## src/sv/sphl_pkg.sv

```systemverilog
// sphl_pkg: shared constants for the short product high-limb unit
// no dependencies; used by sphl_mac and short_product_high_limbs_unit
`default_nettype none

package sphl_pkg;

  // fixed widths of the external limb ports and the length register
  localparam int PORT_W = 64;
  localparam int CFG_W  = 5;

  // half-limb partial products per limb multiply-add
  localparam int MAC_STEPS = 4;

endpackage

`default_nettype wire

```

## src/sv/sphl_mac.sv

```systemverilog
// sphl_mac: iterative limb multiply-add a*b + c + d built on one half-limb multiplier
// depends on sphl_pkg
`default_nettype none

module sphl_mac #(
  parameter int LIMB_BITS = 64
) (
  input  wire logic                 clk,
  input  wire logic                 rst,
  input  wire logic                 start,
  input  wire logic [LIMB_BITS-1:0] a,
  input  wire logic [LIMB_BITS-1:0] b,
  input  wire logic [LIMB_BITS-1:0] c,
  input  wire logic [LIMB_BITS-1:0] d,
  output logic                      done,
  output logic      [LIMB_BITS-1:0] lo,
  output logic      [LIMB_BITS-1:0] hi
);

  localparam int HALF   = (LIMB_BITS + 1) / 2;
  localparam int PROD_W = 2 * HALF;
  localparam int ACC_W  = 2 * LIMB_BITS;

  logic [LIMB_BITS-1:0] a_r;
  logic [LIMB_BITS-1:0] b_r;
  logic [ACC_W-1:0]     acc;
  logic [PROD_W-1:0]    prod;
  logic [1:0]           prod_w;
  logic [2:0]           ph;
  logic                 busy;

  logic [HALF-1:0]      a_sel;
  logic [HALF-1:0]      b_sel;
  logic [PROD_W-1:0]    prod_next;
  logic [ACC_W-1:0]     prod_shifted;

  // half select: bit 0 of the phase picks the half of a, bit 1 the half of b
  always_comb begin
    a_sel     = ph[0] ? HALF'(a_r >> HALF) : HALF'(a_r);
    b_sel     = ph[1] ? HALF'(b_r >> HALF) : HALF'(b_r);
    prod_next = PROD_W'(a_sel) * PROD_W'(b_sel);
  end

  always_comb begin
    unique case (prod_w)
      2'd0:    prod_shifted = ACC_W'(prod);
      2'd1:    prod_shifted = ACC_W'(prod) << HALF;
      2'd2:    prod_shifted = ACC_W'(prod) << (2 * HALF);
      default: prod_shifted = '0;
    endcase
  end

  always_ff @(posedge clk) begin
    if (rst) begin
      busy <= 1'b0;
      done <= 1'b0;
      ph   <= '0;
    end else begin
      done <= 1'b0;
      if (start) begin
        a_r  <= a;
        b_r  <= b;
        acc  <= ACC_W'(c) + ACC_W'(d);
        ph   <= '0;
        busy <= 1'b1;
      end else if (busy) begin
        // multiply in one phase, add the registered product in the next
        if (ph != 3'(sphl_pkg::MAC_STEPS)) begin
          prod   <= prod_next;
          prod_w <= 2'({1'b0, ph[0]} + {1'b0, ph[1]});
        end
        if (ph != '0) begin
          acc <= acc + prod_shifted;
        end
        if (ph == 3'(sphl_pkg::MAC_STEPS)) begin
          busy <= 1'b0;
          done <= 1'b1;
        end
        ph <= ph + 3'd1;
      end
    end
  end

  assign lo = acc[LIMB_BITS-1:0];
  assign hi = acc[ACC_W-1:LIMB_BITS];

endmodule

`default_nettype wire

```

## config.mk

```make
export PLATFORM = sky130hd
export DESIGN_NAME = sphl_mac
export DESIGN_NICKNAME = d
export VERILOG_FILES = /design/src/sv/sphl_pkg.sv /design/src/sv/sphl_mac.sv
export SDC_FILE = /design/constraint.sdc
export NUM_CORES = 2
export LEC_CHECK = 0
export ABC_CLOCK_PERIOD_IN_PS = 12000
export BUFFER_PORTS_ARGS = -buffer_cell sky130_fd_sc_hd__buf_2
export CAP_MARGIN = 20
export CORE_MARGIN = 5
export CORE_UTILIZATION = 28
export CTS_CLUSTER_SIZE = 25
export DETAILED_ROUTE_END_ITERATION = 10
export MAX_ROUTING_LAYER = met4
export PLACE_DENSITY_LB_ADDON = 0.05
export REMOVE_ABC_BUFFERS = 1
export SYNTH_ARGS = -nofsm -noshare
export SYNTH_HDL_FRONTEND = slang
export SYNTH_SLANG_ARGS = --single-unit
```

## constraint.sdc

```tcl
create_clock -name clk -period 12 [get_ports clk]
set_input_delay 1.2 -clock clk [delete_from_list [all_inputs] [get_ports clk]]
set_output_delay 1.2 -clock clk [all_outputs]
set_load 0.005 [all_outputs]
```

======== Word-level counts from Yosys, hierarchy flattened ========
Index checks and enable logic that the tools add are counted.
word-level totals
  bits of input ports ..................... 259
  output and inout bits ................... 129
  bits in registers ....................... 327
operators by class
  equal/unequal tests ..................... 4
  multipliers ............................. 1
  reduce and logical (&&, ||, !) cells .... 9
  muxes and demuxes ....................... 10
  $add $sub $neg .......................... 4
  bitwise operators ....................... 3
operators with widths
  operator             number
  $mux 128             3
  $pmux 128 s3         1
  $add 128x128->128    1
  $add 64x64->65       1
  $mul 32x32->64       1
  $mux 32              2
  $mux 1               4
  $reduce_and 4->1     1
  $reduce_bool 2->1    2
  $add 3x1->3 const B  1
  $eq 3x3->1 const B   1
  $ne 3x3->1 const B   1
  $not 1->1            3
  $reduce_and 3->1     1
  $reduce_bool 3->1    1
  $reduce_or 3->1      1
  $add 1x1->2          1
  $eq 2x1->1 const B   1
  $eq 2x2->1 const B   1
  $logic_not 2->1      1
  $reduce_and 2->1     1
  $reduce_or 2->1      1

======== Longest topological paths before layout ========
  depth after elaboration ................. 6
  gate-level depth with buffers ........... 32

======== Worst setup path after synthesis ========
No wires, ideal clock.
  path type ............................... register to register
  start point ............................. reg ph[1]
  end point ............................... reg prod[62], data pin
  required time ........................... 11.740 ns
  clock period less this slack ............ 8.740 ns
  setup time .............................. 0.260 ns
  slack ................................... 3.260 ns
  stages on the path, launching flop included .. 30
  data arrival time ....................... 8.480 ns
  cell sequence ........................... dfxtp_1 -> clkbuf_1 -> clkbuf_1 -> mux2i_1 -> clkbuf_1 -> nor2_1 -> fa_1 -> fa_1 -> fa_1 -> inv_1 -> fa_1 -> inv_1 -> fa_1 -> fa_1 -> fa_1 -> inv_1 -> fa_1 -> inv_1 -> ha_1 -> and3_1 -> and4_1 -> a21oi_1 -> o21ai_0 -> a221o_1 -> a31o_1 -> a211oi_2 -> nor3_1 -> or3_4 -> a221oi_2 -> xnor2_1
between the ends
  longest elaborated chain between the ends .. 2
RTL lines
  element                 line            source
  start, declared         sphl_mac.sv:29  logic [2:0] ph;
  start signal, assigned  sphl_mac.sv:79  ph <= ph + 3'd1;
  $mux 32                 sphl_mac.sv:40  b_sel = ph[1] ? HALF'(b_r >> HALF) : HALF'(b_r);
  $mul 32x32->64          sphl_mac.sv:41  prod_next = PROD_W'(a_sel) * PROD_W'(b_sel);
  net prod_next[62]       sphl_mac.sv:34  logic [PROD_W-1:0] prod_next;
  end signal, assigned    sphl_mac.sv:69  prod <= prod_next;
  end, declared           sphl_mac.sv:27  logic [PROD_W-1:0] prod;
The timed path passes the listed nets, and every way through them passes these cells.
A chain may end at the register's enable or synchronous reset.

======== Final worst setup path ========
Ends and elaborated chain as after synthesis.

==> reports/results.ini <==
[drt]
wl_per_cell_um=27.0
drt_iter0_drc=3349
ant_nets=0
vias=46600
drc=0
viasPerCell=5.01
first_pass_iters=5
routed_wl_mm=251

[global_route]
grt_pass1_wl_mm=359
grtUsageTotal_pct=24.0
grt_pass1_vias=49400
antenna_found_initial=11
grt_max_degree=129
grt-ovfl-total=0

[place]
dpl-instance-area_sq_um=62300
numPortBuffers=387
hpwl_mm=204
gp_congestion=0.959

[floorplan]
rows=165
initial_core_util_pct=28.1
io_pins=388
die_w_um=461
core-area_sq_um=202000
dieArea_sq_um=212000
die_h_um=461

[synthesis]
synth.most_common_cell=inv_1
ys_ff_latch=327
synth_top_area_share_pct=31.6
avgSynthCellArea_sq_um=8.98
ys_seq_area_share_pct=17.2
yosysTopAreaCell=fa_1
synth_common_cells=934 x inv_1, 898 x fa_1, 864 x nor2_1
async_flop_share_pct=0
synth-edff-count=322
synth_area_leaders=fa_1 32%, edfxtp_1 17%, ha_1 10%
ys_warn_count=0
synthCells=6341
synth_cell_type_count=73
synth_area_sq_um=56900
synth_flop_cell=edfxtp_1

[sta]
rsz0062_at_grt=false
period_share_pct=81.4
final_max_slew_viol_count=0
setup_viol=0
tightest_slew_ns=1.01
tns_ns=0
max_freq_mhz=102
hold_viol=0
post-route-min-period_ns=9.77
clock_skew_ns=0.0359
timing.slew.headroom_pct=31.6

[clock_network]
ctsResizeCount=0
cts_tree=done
postCtsSetupRepairBufs=0
holdBufCountCts=0
clock-sinks=327
cts_buffers=48
cts_max_level=2
root_buffer=clkbuf_16
path_clk_slew_ns=0.06
clk_latency_ns=0.72
cts_max_path_buffers=3

[layout]
drive_gt1_share_pct=11.1
fill_cells=21400
fin_nets=8186
fin_area_sq_um=64000
syn_to_final_growth_pct=12.4

[setup_path]
rr_worst_depth=27
startpoint_type=register
slowest_stage=dfxtp_4
cp_top_family=adder cells
regToRegSetupSlack_ns=2.23
cpPeakStageDelay_ns=0.68
critPathRequiredTime_ns=12.46
cp.depth=27
cp-end-kind=register
r2r-end=prod[62]
crit_buf_inv=5
crit_arrival_ns=10.23
worstSetupPathType=register to register
critPathMaxFanout=25
cpMostUsedCell=fa_1
r2r_start=ph[1]

[min_path]
holdCritStartpoint=ph[2]
min_path_cells=2
hold_path.class=register to register
holdPathEnd=done

[run_status]
outcome=complete, no violations

[job]
cap_violations=0

-- cell families after synthesis --
logic type / share of synthesized area, %
simple gates: 14.7
fa+ha+maj: 41.6
buf+inv: 8.23
compound gates: 11.7
flops: 17.2
xor+xnor: 3.60
mux: 3.07
-- worst min-delay path: cells and delay by family, from the launching register on --
family | cells | cell delay (ns)
simple gates | 2 | 0.16
flops | 1 | 0.33
-- cell type report --
class | count | area (sq um) | area share [%]
antenna | 4 | 10.0 | 0.0156
clock buffer | 53 | 1220 | 1.91
clock inverter | 34 | 412 | 0.644
inverter | 934 | 3510 | 5.48
multi-input combinational | 4768 | 42800 | 67.0
sequential | 327 | 9780 | 15.3
tap | 2672 | 3340 | 5.23
timing repair buffer | 494 | 2860 | 4.48
-- layer usage --
layer  up-vias  global-route usage (%)  part of all wire (%)
met4         0                    6.68                   3.2
li1      21100                       -                     -
met2      1321                    39.1                    47
met5         -                       -                     0
met3       277                    2.82                   5.2
met1     23800                    31.7                    45
-- registers in the layout, summed over array words and instances (netlist names) --
name / cells
acc: 128
b_r: 64
a_r: 64
busy: 1
done: 1
ph: 3
prod: 64
prod_w: 2
-- worst max path at each step --
stage | from | endpoint | slack, ns
after detailed placement | ph[1] | prod[62] | 2.18
final | ph[1] | prod[62] | 2.23
after global placement | ph[1] | prod[63] | 2.23
after CTS | ph[1] | prod[62] | 2.18
after global routing | ph[0] | prod[63] | 1.70
after floorplan | ph[1] | prod[62] | 1.72
-- cell usage in the layout (no fill, tap or decap), types with 95 or more instances in the layout --
master / synthesis / final
a21oi_1: 378 / 377
xnor2_1: 139 / 139
o21ai_0: 191 / 191
inv_1: 934 / 933
nor2_1: 864 / 863
fa_1: 898 / 898
a21o_1: 127 / 127
ha_1: 456 / 456
xor2_1: 95 / 95
nand2_1: 690 / 690
edfxtp_1: 322 / 322
buf_4: 0 / 96
buf_2: 8 / 386
-- through the flow --
step	setup WS (ns)	cells	hold slack, ns	utilization [%]
floorplan	1.72	6029	0.466	-
global placement	2.23	9188	0.561	30.7
detailed placement	2.18	9193	0.568	30.8
CTS	2.18	9280	0.578	31.6
global route	1.70	9284	0.590	31.6
finish	2.23	9286	0.557	31.6
Power is left out: the tool's default activity adds up to more than one toggle a clock period on the data nets, which glitch-free logic cannot reach.
