File: src/sv/sphl_ram.sv
// sphl_ram: generic single-write, single-read memory with registered read
// no dependencies
`default_nettype none

module sphl_ram #(
  parameter int WIDTH  = 64,
  parameter int DEPTH  = 16,
  parameter int ADDR_W = $clog2(DEPTH)
) (
  input  wire logic              clk,
  input  wire logic              we,
  input  wire logic [ADDR_W-1:0] waddr,
  input  wire logic [WIDTH-1:0]  wdata,
  input  wire logic [ADDR_W-1:0] raddr,
  output logic      [WIDTH-1:0]  rdata
);

  logic [WIDTH-1:0] mem [DEPTH];

  always_ff @(posedge clk) begin
    if (we) begin
      mem[waddr] <= wdata;
    end
    rdata <= mem[raddr];
  end

endmodule

`default_nettype wire

File: config.mk
export PLATFORM = sky130hd
export DESIGN_NAME = sphl_ram
export DESIGN_NICKNAME = d
export VERILOG_FILES = /design/src/sv/sphl_ram.sv
export SDC_FILE = /design/constraint.sdc
export NUM_CORES = 1
export LEC_CHECK = 0
export BUFFER_PORTS_ARGS = -buffer_cell sky130_fd_sc_hd__buf_2
export CORE_MARGIN = 5
export CORE_UTILIZATION = 45
export CTS_BUF_LIST = sky130_fd_sc_hd__clkbuf_16
export CTS_CLUSTER_SIZE = 14
export DETAILED_ROUTE_END_ITERATION = 8
export GPL_ROUTABILITY_DRIVEN = 0
export PLACE_DENSITY_LB_ADDON = 0.2
export SETUP_SLACK_MARGIN = 0.1
export SKIP_LAST_GASP = 1
export SLEW_MARGIN = 20
export SYNTH_ARGS = -nofsm -noshare
export SYNTH_HDL_FRONTEND = slang
export SYNTH_SLANG_ARGS = --single-unit
File: constraint.sdc
create_clock -name clk -period 10.43 [get_ports clk]
set_input_delay 0.5215 -clock clk [delete_from_list [all_inputs] [get_ports clk]]
set_output_delay 0.5215 -clock clk [all_outputs]
set_load 0.02 [all_outputs]
* After elaboration in Yosys (flattened, before gate mapping) *
Memory sizes are Yosys's and may differ from the RTL's. A register that Yosys moved wholly into a read port is not among the register bits.
Index checks and enable logic that the tools add are counted.

storage, ports and cells
  register bits after elaboration = 0
  bits in writable memories = 1,024
  input port bits = 74
  output and inout port bits = 64
  word-level logic and storage cells = 3
  memories kept = 1

memories
  memory  depth  width  rd ports  clocked after memory_dff  wr ports  line  text
  mem     16     64     1         1                         1         18    logic [WIDTH-1:0] mem [DEPTH];

operators by class
  muxes and demuxes = 2

operators with widths
  cell              number
  2-to-1 mux 1 bit  2

* Logic depth before layout (Yosys ltp) *
Gate-level depths: netlist of run 1.

  depth in word-level cells = 2
  gate-level depth with buffers = 6
  gate-level depth less buffers = 3

* Worst setup path after synthesis of run 1 *
Ideal clock, no wire load.

  path type = input-to-reg
  from = input port waddr[2]
  to = memory mem[0][0] (enable)
  library setup time = 0.565 ns
  data arrival time = 5.385 ns
  setup slack = 4.480 ns
  stages on the path = 2
  path buffers = 0
  cells stage by stage = or3b_2 > nor3_1

RTL lines
  what         line  text
  from (decl)  12    input wire logic [ADDR_W-1:0] waddr,
  to (decl)    18

No word-level cell before the write port.

==> impl_metrics.toml, run 1 <==
[synthesis]
ys_types = 18
synth_edf_count = 1024
syn-num-nets = 1721
yosys.area.top_type_share_pct = 77.7
ys_ff_latch = 1088
synth_flop_cell = "edfxtp_1"
yosysTopAreaCell = "edfxtp_1"
syn-mean-instance-area_um2 = 24.0
postSynthCellCount = 1647
syn_area_um2 = 39600
synth-async-reset-ratio_pct = 0
yosys.cell_count.top_type = "edfxtp_1"
synthTopCellsByCount = "edfxtp_1 (1024), mux4_2 (256), a22oi_1 (128)"
ys_seq_area_share_pct = 80.9
yosys-top-cells-area = "edfxtp_1 (78%), mux4_2 (15%), dfxtp_1 (3.2%)"
yosys_warnings = 0

[die]
die_w_um = 307
fp.dieH_um = 307
row_count = 108
pin_count = 138
core_um2 = 87000
initial_utilization_pct = 45.5
dieArea_um2 = 94000

[clock_network]
cts_resized = 0
clk_pin_slew_ns = 0.06
htree_levels = 3
holdBufCountCts = 0
cts_setup_buffers = 0
cts_buffers = 107
cts_sinks = 1088
cts_tree = "yes"
worstSkewPairLatency_ns = 0.65
root_buffer = "clkbuf_16"
cts_buffer_depth = 3

[final_layout]
drive_gt1_share_pct = 30.8
final_cells = 3103
fin_area_um2 = 45100
finish.utilization_pct = 51.9
filler_cell_count = 6779
area_delta_synth_final_pct = 14.0
fin_nets = 1920

[grt]
busiest_layer = "met2"
antenna_found_initial = 12
use_met3_pct = 3.54
grt_pass1_vias = 18934
grt_overflow_total = 0
grt_use_total_pct = 18.6
grt_pass1_wl_um = 129000
grt_max_degree = 106
met1_usage_pct = 26.7
met2_usage_pct = 30.5

[hold_path]
hold_class = "input port to flop"
hp-start = "wdata[16]"

[routing]
firstDrtPassIters = 5
drc = 0
viasPerCell = 5.77
wirelength_um = 88000
ant_nets = 0
first_iter_violations = 1637
vias = 17889
routedWlPerCell_um = 28.4

[worst_setup_path]
arrival_ns = 3.10
worst-path-buf-inv = 2
r2r-start = "mem[2][19]"
critPathLaunch = "raddr[1]"
crit_path_cell_trace = "buf_8 -> buf_4 -> mux4_2 -> a22oi_1 -> nand2_1"
critPathSlowestCell = "buf_4"
critPathMaxFanout = 105
endpoint_kind = "flop"
start_kind = "input port"
crit_required_ns = 10.92
cp_slowest_stage_delay_ns = 0.89
crit_type = "input port to flop"
critical_path.top_delay_family = "buffers and inverters"

[power_and_ir_drop]
ir_drop_mv = 0.146
pwr-share-clk_pct = 40.6
sequentialPowerShare_pct = 54.5
p_switching_mw = 1.86
p_leak_nw = 14.5
p_int_mw = 7.17
switching_share_pct = 20.6
pwr_density_cell_nw_per_um2 = 200
pwr-share-comb_pct = 4.9

[timing]
finalClockSkew_ns = 0.0102
whs_ns = 0.247
setup_viol = 0
period_share_pct = 25.0
finalMaxSlewViolations = 0
rsz0062_at_grt = "false"
tightestPinTransition_ns = 1.05
min_period_ns = 2.61
fmax_ghz = 0.383
hold_viol = 0
tns_ns = 0
slew_headroom_pct = 29.8

[place]
dp_hpwl_um = 42100
portBuffers = 137
placed_cells = 2892
placed_area_um2 = 41700

[flow_run]
cap_violations = 0

[outcome]
outcome = "completed"
## metrics by stage
stage | setup WS, ns | power (mW)
global route | 7.57 | 9.35
finish | 7.82 | 9.03
detailed placement | 7.11 | 5.47
CTS | 7.82 | 9.13
global placement | 7.02 | 5.45
floorplan | 4.48 | 5.28
## logic make-up after synthesis
| family | synth area share [%] |
|---|---|
| AOI/OAI and AO/OA | 2.43 |
| buffers and inverters | 1.14 |
| DFF | 80.9 |
| muxes | 14.6 |
| and+or+nand+nor | 0.942 |
## cell type report
type	instances	area (µm²)	share of cell area, %
flip-flops and latches	1088	32000	71.0
multi-input cells	475	7230	16.0
clock buffers	111	2780	6.16
well taps	1155	1450	3.20
repair buffers	174	1020	2.25
clock inverters	91	602	1.33
diodes	9	22.5	0.0499
## power groups by stage
stage / Clock [mW] / Sequential, mW / Combinational (mW)
global route: 3.95 / 4.93 / 0.480
CTS: 3.75 / 4.92 / 0.454
floorplan: 0 / 5.04 / 0.233
global placement: 0 / 5.01 / 0.446
detailed placement: 0 / 5.01 / 0.454
finish: 3.67 / 4.92 / 0.444
## flip-flops by register name (all words and copies together) (netlist names)
signal,count
rdata,64
mem,1024
## worst paths after layout
check | to | slack, ns | cells past startpoint
hold / removal | mem[14][16] | 0.25 | 1
hold reg to reg | rdata[12] | 0.66 | 3
setup reg to reg | rdata[19] | 9.02 | 3
setup / recovery | rdata[19] | 7.82 | 5
## routing by layer
metal,routed length (µm),up-vias
met4,1090,2
met2,43400,586
met3,6150,78
li1,-,7466
met5,13,-
met1,37300,9757
## layout by cell type (no fill, tap or decap), types with 22 or more instances in the layout
cell type,instances
a22oi_1,128
buf_2,135
buf_4,35
clkbuf_16,111
clkinv_1,27
clkinv_2,22
dfxtp_1,64
edfxtp_1,1024
inv_1,29
mux4_2,256
nand2_1,65
Note: power is estimated with default switching activity, not from simulation.
==> run 2: changes to the inputs <==
clock period = 2.65 ns   (was 10.43 ns; I/O delays follow)
==> run 2 against run 1 <==
Against the previous run:
- non-clock buffer count rose by 82
- sequential power rose to 3.9 times the previous value
- sequential share of layout area fell by 1.8 points
- global-route usage barely moved
- largest cell class unchanged
- largest power group unchanged
==> impl_metrics.toml, run 2 (same netlist as run 1, synthesis figures left out) <==
[outcome]
outcome = "completed"

[worst_setup_path]
crit_path_cell_trace = "mux4_2 -> a22oi_1 -> nand2_1"
crit_type = "flop to flop"
worst-path-buf-inv = 0
crit_required_ns = 3.15
critical_path.top_delay_family = "multiplexers"
endpoint_kind = "flop"
start_kind = "flop"
cp_slowest_stage_delay_ns = 0.47
critPathMaxFanout = 1
arrival_ns = 1.96
critPathSlowestCell = "mux4_2"

[clock_network]
clk_pin_slew_ns = 0.06
cts_buffers = 108
cts_buffer_depth = 3
cts_resized = 0
cts_tree = "yes"
root_buffer = "clkbuf_16"
holdBufCountCts = 64
cts_setup_buffers = 0
htree_levels = 3
worstSkewPairLatency_ns = 0.65
cts_sinks = 1088

[routing]
ant_nets = 0
routedWlPerCell_um = 27.3
viasPerCell = 5.65
drc = 0
firstDrtPassIters = 5
first_iter_violations = 1561
wirelength_um = 86900
vias = 17963

[timing]
tightestPinTransition_ns = 0.700
fmax_ghz = 0.686
whs_ns = 0.0807
slew_headroom_pct = 53.2
hold_viol = 0
finalMaxSlewViolations = 0
rsz0062_at_grt = "false"
min_period_ns = 1.46
finalClockSkew_ns = 0.0135
setup_viol = 0
period_share_pct = 55.0

[place]
placed_area_um2 = 42300
dp_hpwl_um = 42600
portBuffers = 137

[hold_path]
hold_class = "input port to flop"

[grt]
grt_pass1_wl_um = 129000
grt_max_degree = 65
grt_pass1_vias = 19236
grt_use_total_pct = 18.6
grt_overflow_total = 0
antenna_found_initial = 5

[die]
core_um2 = 87000
row_count = 108
pin_count = 138
dieArea_um2 = 94000
die_w_um = 307
fp.dieH_um = 307
initial_utilization_pct = 45.5

[power_and_ir_drop]
p_leak_nw = 15.0
pwr_density_cell_nw_per_um2 = 764
ir_drop_mv = 0.501
pwr-share-comb_pct = 5.3
p_switching_mw = 7.33
sequentialPowerShare_pct = 54.8
power_mw = 35.4
switching_share_pct = 20.7
p_int_mw = 28.0
pwr-share-clk_pct = 39.9

[final_layout]
fin_area_um2 = 46300
area_delta_synth_final_pct = 16.9
largest_register_ffs = 1024
layout_common_cells = "edfxtp_1 (1024), mux4_2 (256), buf_2 (135), a22oi_1 (128), clkbuf_16 (113)"
drive_gt1_share_pct = 30.0
regMostFlops = "mem"
layout_commonest_cell = "edfxtp_1"
fin_nets = 2003
reg_top3 = "mem (1024), rdata (64)"

[flow_run]
cap_violations = 0
## run 2: changes by cell type in the layout (fill, tap and decap cells not counted), moves of 4 or more
cell           previous run  this run
nor3_2                    4         0
nor3_4                    0         4
dlygate4sd3_1             0        64
bufinv_16                 8         4
clkinv_1                 27        35
buf_12                    1        38
diode_2                   9         3
buf_4                    35        17
## run 2: metrics by stage
| step | setup WS [ns] | TNS, ns | utilization [%] | std cells |
|---|---|---|---|---|
| finish | 1.19 | 0 | 53.2 | 3179 |
| detailed placement | 0.683 | 0 | 48.6 | 2910 |
| floorplan | -0.899 | -595.00 | - | 1647 |
| CTS | 1.17 | 0 | 53.2 | 3176 |
| global placement | 0.727 | 0 | 48.6 | 2910 |
| global route | 1.17 | 0 | 53.2 | 3177 |
## run 2: layout make-up
class                           count  area, µm²
Multi-Input combinational cell    475       7260
Timing Repair Buffer              256       2230
Antenna cell                        3       7.51
Clock inverter                     89        468
Fill cell                        6683      40700
Sequential cell                  1088      32000
Clock buffer                      113       2830
Tap cell                         1155       1450
## run 2: metal layers
layer / global-route usage [%] / up-vias / wire length, µm
li1: - / 7639 / -
met1: 27.5 / 9720 / 38100
met2: 30.1 / 508 / 42500
met3: 2.91 / 94 / 5090
met4: 3.99 / 2 / 1180
met5: 0 / - / 13
## run 2: power by group through the flow
stage | registers [mW] | logic, mW | clock network [mW]
2_1_floorplan | 19.8 | 0.919 | 0
3_3_place_gp | 19.7 | 1.81 | 0
3_5_place_dp | 19.7 | 1.84 | 0
4_1_cts | 19.4 | 1.93 | 14.4
5_1_grt | 19.4 | 2.03 | 15.2
6_report | 19.4 | 1.89 | 14.1
## run 2: worst min-delay path, cell delays in order
cell and delay [ns]:
buf_2 0.10, or3b_4 0.21, nor2_4 0.10
## run 2: path summary, 6_finish.rpt
path / startpoint / to / slack [ns] / cells past startpoint
setup / recovery: mem[2][13] / rdata[13] / 1.19 / 3
setup reg to reg: mem[2][13] / rdata[13] / 1.19 / 3
hold / removal: waddr[3] / mem[1][20] / 0.08 / 3
hold reg to reg: mem[12][56] / rdata[56] / 0.66 / 3
==> run 3: changes to the inputs <==
ABC_AREA = 1   (was not set)
clock period = 1.3 ns   (was 2.65 ns; I/O delays follow)
==> run 3 against run 2 <==
Against the previous run:
- critical path depth fell by 2
- setup slack got worse by 1.2 ns
- global-route usage rose by 2.8 points
- critical path type is now flop to primary output
==> impl_metrics.toml, run 3 <==
[die]
pin_count = 138
core_um2 = 100000
row_count = 116
fp.dieH_um = 327
initial_utilization_pct = 45.3
dieArea_um2 = 107000
die_w_um = 327

[clock_network]
clk_pin_slew_ns = 0.06
cts_setup_buffers = 0
worstSkewPairLatency_ns = 0.71
cts_sinks = 1088
cts_buffers = 112
root_buffer = "clkbuf_16"
htree_levels = 3
cts_tree = "yes"
cts_buffer_depth = 3

[synthesis]
ys_ff_latch = 1088
synthTopCellsByCount = "nand2_1 (1349), edfxtp_1 (1024), inv_1 (771)"
synth_flop_cell = "edfxtp_1"
yosys-top-cells-area = "edfxtp_1 (68%), nand2_1 (11%), nand3_1 (8.5%)"
yosysTopAreaCell = "edfxtp_1"
ys_seq_area_share_pct = 70.7
synth-async-reset-ratio_pct = 0
synth_edf_count = 1024
yosys_warnings = 0
postSynthCellCount = 4210
syn-num-nets = 4284
syn_area_um2 = 45300
syn-mean-instance-area_um2 = 10.8
ys_types = 15
yosys.area.top_type_share_pct = 67.9
yosys.cell_count.top_type = "nand2_1"

[final_layout]
drive_gt1_share_pct = 12.2
regMostFlops = "mem"
final_cells = 5893
filler_cell_count = 8494
fin_nets = 4570
area_delta_synth_final_pct = 18.7
largest_register_ffs = 1024
layout_commonest_cell = "nand2_1"
layout_common_cells = "nand2_1 (1344), edfxtp_1 (1024), inv_1 (796), nand3_1 (768), clkbuf_16 (114)"
reg_top3 = "mem (1024), rdata (64)"

[grt]
grt_pass1_vias = 29135
grt_use_total_pct = 21.4
grt_pass1_wl_um = 177000
grt_overflow_total = 0
grt_max_degree = 61
antenna_found_initial = 1

[worst_setup_path]
crit_required_ns = 1.24
critical_path.top_delay_family = "flip-flops"
arrival_ns = 1.20
critPathMaxFanout = 1
rrSetupSlack_ns = 0.23
r2r_end = "rdata[40]"
critPathSlowestCell = "dfxtp_4"
r2r-start = "mem[9][40]"
endpoint_kind = "primary output"
r2r.worst_path.cells = 6
cp_slowest_stage_delay_ns = 0.39
crit_type = "flop to primary output"
cp.depth = 1
start_kind = "flop"
crit_path_cell_trace = "buf_6"
worst-path-buf-inv = 1

[timing]
tightestPinTransition_ns = 0.553
fmax_ghz = 0.788
period_share_pct = 97.6
min_period_ns = 1.27
hold_viol = 0
rsz0062_at_grt = "true"
slew_headroom_pct = 63.1
finalClockSkew_ns = 0.0328
finalMaxSlewViolations = 0
setup_viol = 0

[hold_path]
hp-start = "raddr[0]"
hold_depth = 7
min_to = "rdata[29]"
hold_class = "input port to flop"

[power_and_ir_drop]
p_leak_nw = 22.9
pwr_density_cell_nw_per_um2 = 1400
power_mw = 75.1
ir_drop_mv = 1.31

[routing]
ant_nets = 0
wirelength_um = 116000
firstDrtPassIters = 6
first_iter_violations = 2349
vias = 29516
routedWlPerCell_um = 19.7
drc = 0
viasPerCell = 5.01

[flow_run]
cap_violations = 0

[place]
dp_hpwl_um = 67100
placed_cells = 5610
portBuffers = 137

[outcome]
outcome = "completed"
run 3: changes by cell type in the layout (fill, tap and decap cells not counted), sizes merged, moves of 121 or more:
| cell | change |
|---|---|
| nand2 | +1284 |
| inv | +773 |
| nand3 | +768 |
| mux4 | -256 |
| a22oi | -128 |
| buf | +121 |
run 3: report_power, final:
part	switching, mW	internal, mW	leakage, nW
logic	3.71	2.07	11.4
clock network	13.3	16.4	1.79
registers	0.316	39.3	9.80
run 3: logic make-up (layout without fill, tap and decap cells):
| family | after synthesis | in the layout | share of synthesized area [%] |
|---|---|---|---|
| buf+inv | 985 | 1369 | 9.42 |
| flops | 1088 | 1088 | 70.7 |
| simple gates | 2137 | 2137 | 19.9 |
| other cells | 0 | 1 | 0 |
run 3: routing by layer:
layer | wire (µm) | GRT usage, % | share of wire, % | vias to the layer above
li1 | - | - | - | 14188
met1 | 50500 | 29.6 | 44 | 14351
met2 | 56400 | 35.9 | 49 | 799
met3 | 6320 | 3.01 | 5.4 | 178
met4 | 2830 | 5.86 | 2.4 | 0
met5 | 0 | 0 | 0 | -
run 3: metrics by stage:
step           cell area, µm²  util [%]  worst slack, ns  hold WS (ns)  TNS, ns
3_5_place_dp            49100      49.1          -0.0983         0.459   -21.75
4_1_cts                 53700      53.7         -0.00772       0.00372  -0.0160
2_1_floorplan           45500         -           -0.575         0.164  -471.57
3_3_place_gp            49100      49.1          -0.0999         0.459   -13.16
6_report                53800      53.8           0.0307        0.0482        0
5_1_grt                 53800      53.8          0.00240        0.0709        0
run 3: area by class of cell:
cell class	instances	area [µm²]	area share [%]
multi-input cells	2137	9160	17.0
well taps	1298	1620	3.02
flip-flops and latches	1088	32100	59.8
clock inverters	100	587	1.09
diodes	1	2.50	0.00465
repair buffers	383	4500	8.38
clock buffers	112	2800	5.21
inverters	774	2950	5.49
run 3: worst max path at each step:
stage,from,to,slack (ns)
2_1_floorplan,waddr[2],mem[11][0],-0.57
3_3_place_gp,raddr[0],rdata[23],-0.1
3_5_place_dp,raddr[0],rdata[23],-0.1
4_1_cts,rdata[28],rdata[28],-0.008
5_1_grt,rdata[28],rdata[28],0.002
6_report,rdata[28],rdata[28],0.03
run 3: timing repair:
item | 4_1_cts | 5_1_grt
endpoints found under the setup margin | 64 | 83
hold buffers | 68 | 0
resized for setup | 198 | 4
hold endpoints to repair | 1068 | 0
pin swaps | 0 | 0
cloned | 0 | 2
run 3: tightest hold or removal path: stages:
cell	delay, ns
buf_8	0.13
clkinv_16	0.14
nand2_1	0.07
nand3_1	0.06
nand3_1	0.07
nand3_1	0.06
nand2_1	0.07
